`src/rtl/ttcs_pkg.sv`:
```
// shared definitions for the text terminal cursor and scroll unit
// operation codes, character codes, write select codes and the control/status structs
// no dependencies
package ttcs_pkg;

   // default screen geometry
   localparam int DEF_WIDTH  = 80;
   localparam int DEF_HEIGHT = 5;

   // operation codes
   localparam logic [1:0] OP_PUT    = 2'd0;
   localparam logic [1:0] OP_PROMPT = 2'd1;
   localparam logic [1:0] OP_CLEAR  = 2'd2;
   localparam logic [1:0] OP_READ   = 2'd3;

   // character and attribute codes
   localparam logic [7:0] CHAR_NEWLINE    = 8'h0A;
   localparam logic [7:0] CHAR_SPACE      = 8'h20;
   localparam logic [7:0] CHAR_PROMPT     = 8'h3E;
   localparam logic [7:0] CHAR_CURSOR     = 8'h5F;
   localparam logic [7:0] RESET_ATTRIBUTE = 8'h07;

   // cell store write source
   localparam logic [2:0] WSEL_CHAR   = 3'd0;
   localparam logic [2:0] WSEL_PROMPT = 3'd1;
   localparam logic [2:0] WSEL_CURSOR = 3'd2;
   localparam logic [2:0] WSEL_SWEEP  = 3'd3;
   localparam logic [2:0] WSEL_COPY   = 3'd4;
   localparam logic [2:0] WSEL_BLANK  = 3'd5;

   // controller to datapath
   typedef struct packed {
      logic       latch;
      logic       wr_en;
      logic [2:0] wr_sel;
      logic       rd_en;
      logic       rd_copy;
      logic       sweep_reset_attr;
      logic       cnt_inc;
      logic       cnt_clr;
      logic       col_inc;
      logic       col_zero;
      logic       row_advance;
      logic       cursor_reset;
      logic       shifted_set;
      logic       load_rsp;
   } cmd_type;

   // datapath to controller
   typedef struct packed {
      logic [1:0] op;
      logic       newline;
      logic       col_last;
      logic       need_scroll;
      logic       sweep_last;
      logic       copy_last;
      logic       cnt_zero;
      logic       blank_last;
      logic       rsp_free;
   } status_type;

endpackage

```
`src/rtl/ttcs_ctrl.sv`:
```
// controller state machine of the text terminal unit
// sequences cell store sweeps, scrolls and result hand-off; depends on ttcs_pkg
module ttcs_ctrl (
   input  logic                 clock,
   input  logic                 reset,
   input  logic                 req_valid,
   output logic                 req_ready,
   input  ttcs_pkg::status_type status,
   output ttcs_pkg::cmd_type    cmd
);
   import ttcs_pkg::*;

   localparam logic [3:0] ST_INIT   = 4'd0;
   localparam logic [3:0] ST_IDLE   = 4'd1;
   localparam logic [3:0] ST_EXEC   = 4'd2;
   localparam logic [3:0] ST_ADV    = 4'd3;
   localparam logic [3:0] ST_SCROLL = 4'd4;
   localparam logic [3:0] ST_BLANK  = 4'd5;
   localparam logic [3:0] ST_PROMPT = 4'd6;
   localparam logic [3:0] ST_CLEAR  = 4'd7;
   localparam logic [3:0] ST_DONE   = 4'd8;

   logic [3:0] state_ff;
   logic [3:0] state_in;

   always_ff @(posedge clock) begin
      if (reset) begin
         state_ff <= ST_INIT;
      end else begin
         state_ff <= state_in;
      end
   end

   assign req_ready = (state_ff == ST_IDLE);

   always_comb begin
      cmd      = '0;
      state_in = state_ff;
      unique case (state_ff)
         ST_INIT: begin
            cmd.wr_en            = 1'b1;
            cmd.wr_sel           = WSEL_SWEEP;
            cmd.sweep_reset_attr = 1'b1;
            if (status.sweep_last) begin
               cmd.cnt_clr = 1'b1;
               state_in    = ST_IDLE;
            end else begin
               cmd.cnt_inc = 1'b1;
            end
         end
         ST_IDLE: begin
            if (req_valid) begin
               cmd.latch = 1'b1;
               state_in  = ST_EXEC;
            end
         end
         ST_EXEC: begin
            unique case (status.op)
               OP_PUT: begin
                  if (status.newline) begin
                     cmd.col_zero = 1'b1;
                     state_in     = ST_ADV;
                  end else begin
                     cmd.wr_en  = 1'b1;
                     cmd.wr_sel = WSEL_CHAR;
                     if (status.col_last) begin
                        cmd.col_zero = 1'b1;
                        state_in     = ST_ADV;
                     end else begin
                        cmd.col_inc = 1'b1;
                        // plain character finishes here when the output slot is free
                        if (status.rsp_free) begin
                           cmd.load_rsp = 1'b1;
                           state_in     = ST_IDLE;
                        end else begin
                           state_in = ST_DONE;
                        end
                     end
                  end
               end
               OP_PROMPT: begin
                  cmd.wr_en  = 1'b1;
                  cmd.wr_sel = WSEL_PROMPT;
                  state_in   = ST_PROMPT;
               end
               OP_CLEAR: begin
                  cmd.cursor_reset = 1'b1;
                  state_in         = ST_CLEAR;
               end
               OP_READ: begin
                  cmd.rd_en = 1'b1;
                  state_in  = ST_DONE;
               end
            endcase
         end
         ST_ADV: begin
            cmd.row_advance = 1'b1;
            if (status.need_scroll) begin
               cmd.shifted_set = 1'b1;
               state_in        = ST_SCROLL;
            end else begin
               state_in = ST_BLANK;
            end
         end
         ST_SCROLL: begin
            // read one row ahead, write back in the next cycle
            cmd.rd_en   = !status.copy_last;
            cmd.rd_copy = 1'b1;
            cmd.wr_en   = !status.cnt_zero;
            cmd.wr_sel  = WSEL_COPY;
            if (status.copy_last) begin
               cmd.cnt_clr = 1'b1;
               state_in    = ST_BLANK;
            end else begin
               cmd.cnt_inc = 1'b1;
            end
         end
         ST_BLANK: begin
            cmd.wr_en  = 1'b1;
            cmd.wr_sel = WSEL_BLANK;
            if (status.blank_last) begin
               cmd.cnt_clr = 1'b1;
               state_in    = ST_DONE;
            end else begin
               cmd.cnt_inc = 1'b1;
            end
         end
         ST_PROMPT: begin
            cmd.wr_en  = 1'b1;
            cmd.wr_sel = WSEL_CURSOR;
            state_in   = ST_DONE;
         end
         ST_CLEAR: begin
            cmd.wr_en  = 1'b1;
            cmd.wr_sel = WSEL_SWEEP;
            if (status.sweep_last) begin
               cmd.cnt_clr = 1'b1;
               state_in    = ST_DONE;
            end else begin
               cmd.cnt_inc = 1'b1;
            end
         end
         ST_DONE: begin
            if (status.rsp_free) begin
               cmd.load_rsp = 1'b1;
               state_in     = ST_IDLE;
            end
         end
         default: begin
            state_in = ST_INIT;
         end
      endcase
   end

endmodule

```
`config.mk`:
```
export PLATFORM = sky130hd
export DESIGN_NAME = ttcs_ctrl
export DESIGN_NICKNAME = d
export VERILOG_FILES = /design/src/rtl/ttcs_pkg.sv /design/src/rtl/ttcs_ctrl.sv
export SDC_FILE = /design/constraint.sdc
export NUM_CORES = 1
export LEC_CHECK = 0
export ABC_AREA = 0
export BUFFER_PORTS_ARGS = -buffer_cell sky130_fd_sc_hd__clkbuf_2
export CAP_MARGIN = 20
export CORE_MARGIN = 2
export CORE_UTILIZATION = 49
export CTS_CLUSTER_SIZE = 20
export DETAILED_ROUTE_END_ITERATION = 8
export HOLD_SLACK_MARGIN = 0.08
export PLACE_DENSITY = 0.92
export SLEW_MARGIN = 30
export SYNTH_ARGS = -nofsm -noshare
export SYNTH_HDL_FRONTEND = slang
export SYNTH_SLANG_ARGS = --single-unit
```
`constraint.sdc`:
```
create_clock -name clock -period 3.31 [get_ports clock]
set_input_delay 0.8275 -clock clock [delete_from_list [all_inputs] [get_ports clock]]
set_output_delay 0.8275 -clock clock [all_outputs]
set_load 0.005 [all_outputs]
```
==> results of run 1 <==
layout make-up:
class / count / share of cell area (%)
Clock buffer: 3 / 2.83
Sequential cell: 4 / 10.0
Multi-Input combinational cell: 74 / 62.3
Tap cell: 15 / 2.35
Inverter: 9 / 4.24
Timing Repair Buffer: 29 / 18.2
kinds of logic after synthesis:
group	synth area share, %
simple gates	36.8
compound gates	28.9
buf+inv	11.2
fa+ha+maj	7.71
flops	12.3
mux	3.08
synth_stat cells, types with 2 or more instances:
| library cell | number | area share [%] |
|---|---|---|
| nand2b_1 | 4 | 3.9 |
| clkbuf_1 | 3 | 1.7 |
| a21oi_1 | 6 | 4.6 |
| ha_1 | 4 | 7.7 |
| nor3_1 | 6 | 4.6 |
| nand3_1 | 3 | 2.3 |
| nand2_1 | 4 | 2.3 |
| buf_6 | 2 | 3.5 |
| dfxtp_1 | 4 | 12 |
| mux2i_1 | 2 | 3.1 |
| o21ai_0 | 5 | 3.9 |
| and2_1 | 3 | 2.9 |
| a211oi_1 | 2 | 2.3 |
| nor4_1 | 2 | 1.9 |
| o211ai_2 | 2 | 3.9 |
| inv_1 | 9 | 5.2 |
| nor2_1 | 10 | 5.8 |
| a21oi_2 | 2 | 2.7 |
where the power goes:
group,internal (mW),switching (mW)
registers,0.0568,0.0415
clock network,0.0406,0.0209
logic,0.103,0.106
critical path, delay by kind of cell:
family,cells,cell delay (ps)
adders and majority gates,1,220
AOI/OAI and AO/OA,1,120
and+or+nand+nor,3,730
buffers and inverters,3,300
worst max path at each step:
stage,end,slack [ps],cells after the start
finish,cmd[0],280,8
global route,cmd[0],220,8
CTS,cmd[0],310,8
detailed placement,cmd[0],360,8
global placement,cmd[0],460,8
floorplan,cmd[0],700,6
metal layers:
| layer | wire (um) | part of all wire (%) | track usage [%] | vias to the layer above |
|---|---|---|---|---|
| met5 | 0 | 0 | 0 | - |
| met1 | 708 | 42 | 30.4 | 346 |
| met2 | 798 | 47 | 38.5 | 45 |
| met4 | 70 | 4.1 | 14.2 | 0 |
| li1 | - | - | - | 394 |
| met3 | 128 | 7.5 | 5.56 | 8 |
placed cells by master, fill, tap and decap left out, drive strengths merged, types with 2 or more instances in the layout:
master  synthesis  final
o21ai           6      6
nor2           10     10
a211oi          2      2
or4b            2      2
nand2           4      4
nor3            6      6
clkbuf          3     32
ha              4      4
and2            3      3
nand2b          4      4
mux2i           2      2
dfxtp           4      4
nor4            2      2
o211ai          2      2
inv             9      9
a21oi           8      8
nand3           3      3
==> flow_metrics.tcl, run 1 <==
set metrics [dict create \
    status "finished clean" \
    synth_seq_area_share_pct 12.3 \
    hold-path-cell-count 2 \
    cts_root_buffer "clkbuf_4" \
    hp-start "state_ff[3]" \
    dp_worst_setup_slack_ps 364 \
    die_width_um 40.4 \
    area_growth_syn_to_layout_pct 22.7 \
    reg_top3 "state_ff (4)" \
    crit_fanout 5 \
    wl_mm 1.71 \
    yosys.cell_types.count 38 \
    crit_path_frequent_cell "clkbuf_2" \
    num_vias 793 \
    ff_latch_area_um2 80.1 \
    rrSetupSlack_ps 1360 \
    n_antenna_cell 0 \
    multiInputGateArea_um2 497 \
    place_area_um2 774 \
    routabilityCongestion 0.822 \
    rr_worst_depth 4 \
    r2r_start "state_ff[0]" \
    fin_crit_sh_pct 91.6 \
    power_mw 0.369 \
    critPathLaunch "status[9]" \
    clock_skew_ps 1.44 \
    yosysWarningCount 0 \
    synth-seq-cells 4 \
    period_needed_ps 3030 \
    powerDensity_nw_per_um2 463 \
    post-route-util_pct 62.8 \
    floorplan.initialDensity_pct 51.2 \
    async_reset_ff_share_pct 0 \
    rows 13 \
    grt_pass1_wl_mm 2.75 \
    pin_count 30 \
    stdcell_area_um2 797 \
    cts_resized 0 \
    rsz0062_at_grt "false" \
    setup.worst_path.class "primary input to primary output" \
    tritoncts "built" \
    cts_buffer_depth 2 \
    fill_cells 114 \
    cts.sinks 4 \
    worst_slew_pin_slew_ps 702 \
    largest-register "state_ff" \
    crit_arrival_ps 2210 \
    synth_edf_count 0 \
    fin_cells 134 \
    nNetsFinal 138 \
    syn_area_um2 649 \
    slew_violations 0 \
    synth_flop_cell "dfxtp_1" \
    holdBufCountCts 0 \
    relSlewSlack_pct 53.1 \
    htreeDepth 1 \
    hold_viol_final 0 \
    cts_setup_buffers 0 \
    grt_pass1_vias 707 \
    dr.pass1.iters 4 \
    max_freq_ghz 0.330 \
    antenna_found_initial 0 \
    drc 0 \
    crit_chain "clkbuf_2 > inv_1 > ha_1 > nand2b_1 > or4_1 > o21ai_1 > and3_1 > clkbuf_2" \
    clkLatencyLatePin_ps 240 \
    ir_worst_vdd_v 0.000225 \
    port-buffer-count 29 \
    finalSetupViolCount 0 \
    dieHeight_um 40.4 \
    die_area_um2 1630 \
    numCtsBuffers 3 \
    drtIter0Drc 14 \
    drive_gt1_share_pct 33.6 \
    synth_area_per_cell_um2 6.98 \
    start_kind "primary input" \
    fin_tns_setup_ps 0 \
    vias_per_cell 5.92 \
    reg2reg_to "state_ff[3]" \
    post-place-cells 131 \
    critPathRequiredTime_ps 2480 \
    wl_per_cell_um 12.7 \
    holdWs_ps 774 \
    setup_slack_ps 277 \
    maxCapViolCount 0 \
    leakage_nw 0.363 \
    synth_fp_nets 110 \
    dp_hpwl_mm 1.29 \
    hold-path-endpoint "state_ff[3]" \
    core_area_um2 1270 \
    min_path_type "flip-flop to flip-flop" \
    antenna_left 0 \
    largest_reg_flops 4 \
    max_stage_delay_ps 410 \
    track_usage_pct 24.6 \
    grt-ovfl-total 0 \
    end_kind "primary output" \
    grt_start_max_net_pins 22 \
    cpMaxStageDelayCell "or4_1" \
    clk_transition_reported_paths_ps 40 \
    synthCells 93 \
]
(Power assumes the default switching activity.)
==> inputs of run 2 (changes only) <==
--- a/config.mk
+++ b/config.mk
@@ -8,8 +8,10 @@
 export ABC_AREA = 0
 export BUFFER_PORTS_ARGS = -buffer_cell sky130_fd_sc_hd__clkbuf_2
 export CAP_MARGIN = 20
+export CELL_PAD_IN_SITES_DETAIL_PLACEMENT = 0
+export CELL_PAD_IN_SITES_GLOBAL_PLACEMENT = 1
 export CORE_MARGIN = 2
-export CORE_UTILIZATION = 49
+export CORE_UTILIZATION = 33
 export CTS_CLUSTER_SIZE = 20
 export DETAILED_ROUTE_END_ITERATION = 8
 export HOLD_SLACK_MARGIN = 0.08
==> flow_metrics.tcl, run 2 (synthesis results as in run 1) <==
set metrics [dict create \
    ir_worst_vdd_v 0.000220 \
    wl_per_cell_um 11.8 \
    port-buffer-count 29 \
    mostFrequentLayoutCell "clkbuf_2" \
    post-place-cells 143 \
    rrSetupSlack_ps 1400 \
    rsz0062_at_grt "false" \
    worst_slew_pin_slew_ps 712 \
    period_needed_ps 2910 \
    floorplan.initialDensity_pct 34.1 \
    status "finished clean" \
    drtIter0Drc 7 \
    core_area_um2 1900 \
    antenna_found_initial 0 \
    r2r_start "state_ff[0]" \
    wl_mm 1.72 \
    largest-register "state_ff" \
    pin_count 30 \
    drive_gt1_share_pct 33.6 \
    leakage_nw 0.363 \
    track_usage_pct 14.5 \
    largest_reg_flops 4 \
    n_antenna_cell 0 \
    grt-ovfl-total 0 \
    tritoncts "built" \
    cts_resized 0 \
    critPathLaunch "status[8]" \
    max_stage_delay_ps 400 \
    multiInputGateArea_um2 497 \
    critPathTopFamily "simple AND/OR/NAND/NOR gates" \
    routabilityCongestion 0.767 \
    ff_latch_area_um2 80.1 \
    num_vias 739 \
    hp-start "state_ff[3]" \
    crit_buf_inv 3 \
    numCtsBuffers 3 \
    die_area_um2 2340 \
    crit_path_frequent_cell "clkbuf_2" \
    dr.pass1.iters 3 \
    crit_arrival_ps 2080 \
    clkLatencyLatePin_ps 240 \
    crit_fanout 5 \
    htreeDepth 1 \
    reg_top3 "state_ff (4)" \
    holdBufCountCts 0 \
    power_mw 0.371 \
    cts.sinks 4 \
    crit_chain "clkbuf_2 > inv_1 > ha_1 > nand2b_1 > or4_1 > o21ai_1 > and3_1 > clkbuf_2" \
    maxCapViolCount 0 \
    die_width_um 48.4 \
    critPathRequiredTime_ps 2480 \
    fin_crit_sh_pct 88.0 \
    grt_pass1_vias 657 \
    cpMaxStageDelayCell "or4_1" \
    cts_setup_buffers 0 \
    hold_viol_final 0 \
    fin_tns_setup_ps 0 \
    dp_hpwl_mm 1.30 \
    grt_start_max_net_pins 22 \
    relSlewSlack_pct 52.5 \
    drc 0 \
    dieHeight_um 48.4 \
    max_freq_ghz 0.343 \
    end_kind "primary output" \
    min_path_type "flip-flop to flip-flop" \
    powerDensity_nw_per_um2 457 \
    slew_violations 0 \
    rows 16 \
    finalSetupViolCount 0 \
    final_cell_mix "29 x clkbuf_2, 10 x nor2_1, 9 x inv_1" \
    grt_pass1_wl_mm 2.82 \
    area_growth_syn_to_layout_pct 25.0 \
    setup_slack_ps 398 \
    vias_per_cell 5.06 \
    nNetsFinal 138 \
    antenna_left 0 \
    holdWs_ps 747 \
    cts_buffer_depth 2 \
    setup.worst_path.class "primary input to primary output" \
    clk_transition_reported_paths_ps 40 \
    clock_skew_ps 5.92 \
    fill_cells 206 \
    dp_worst_setup_slack_ps 397 \
    cts_root_buffer "clkbuf_4" \
    start_kind "primary input" \
    fin_cells 146 \
]
## run 2: cell counts in the layout (fill, tap and decap cells not counted)
Identical to the previous run, type by type.
## run 2: layout make-up
class	instances	share of cell area, %
timing repair buffer	29	17.9
tap	27	4.16
clock buffer	3	2.77
multi-input combinational	74	61.2
inverter	9	4.16
sequential	4	9.86
## run 2: where the power goes
group / internal, mW / leakage, nW / switching (mW)
clock: 0.0407 / 0.0138 / 0.0218
sequential: 0.0568 / 0.0327 / 0.0420
combinational: 0.103 / 0.316 / 0.107
## run 2: per-layer routing
metal / vias up / global-route usage [%] / wire [um]
met5: - / 0 / 0
met4: 0 / 4.29 / 0
met3: 0 / 2.16 / 69
met2: 17 / 23.1 / 780
met1: 331 / 20.4 / 870
li1: 391 / - / -
## run 2: worst paths after layout
kind / to / depth (start not counted)
setup / recovery: cmd[0] / 8
hold reg to reg: state_ff[3] / 2
hold / removal: state_ff[3] / 2
setup reg to reg: state_ff[3] / 4
## run 2: worst min-delay path, delay by kind of cell (launching register included)
kind	cells	cell delay, ps
flops	1	490
compound gates	1	60
simple gates	1	140
## run 2: per-stage QoR
step	utilization [%]	instance area, um2
5_1_grt	42.7	812
4_1_cts	42.7	812
2_1_floorplan	-	649
3_3_place_gp	41.5	790
3_5_place_dp	41.5	790
6_report	42.7	812
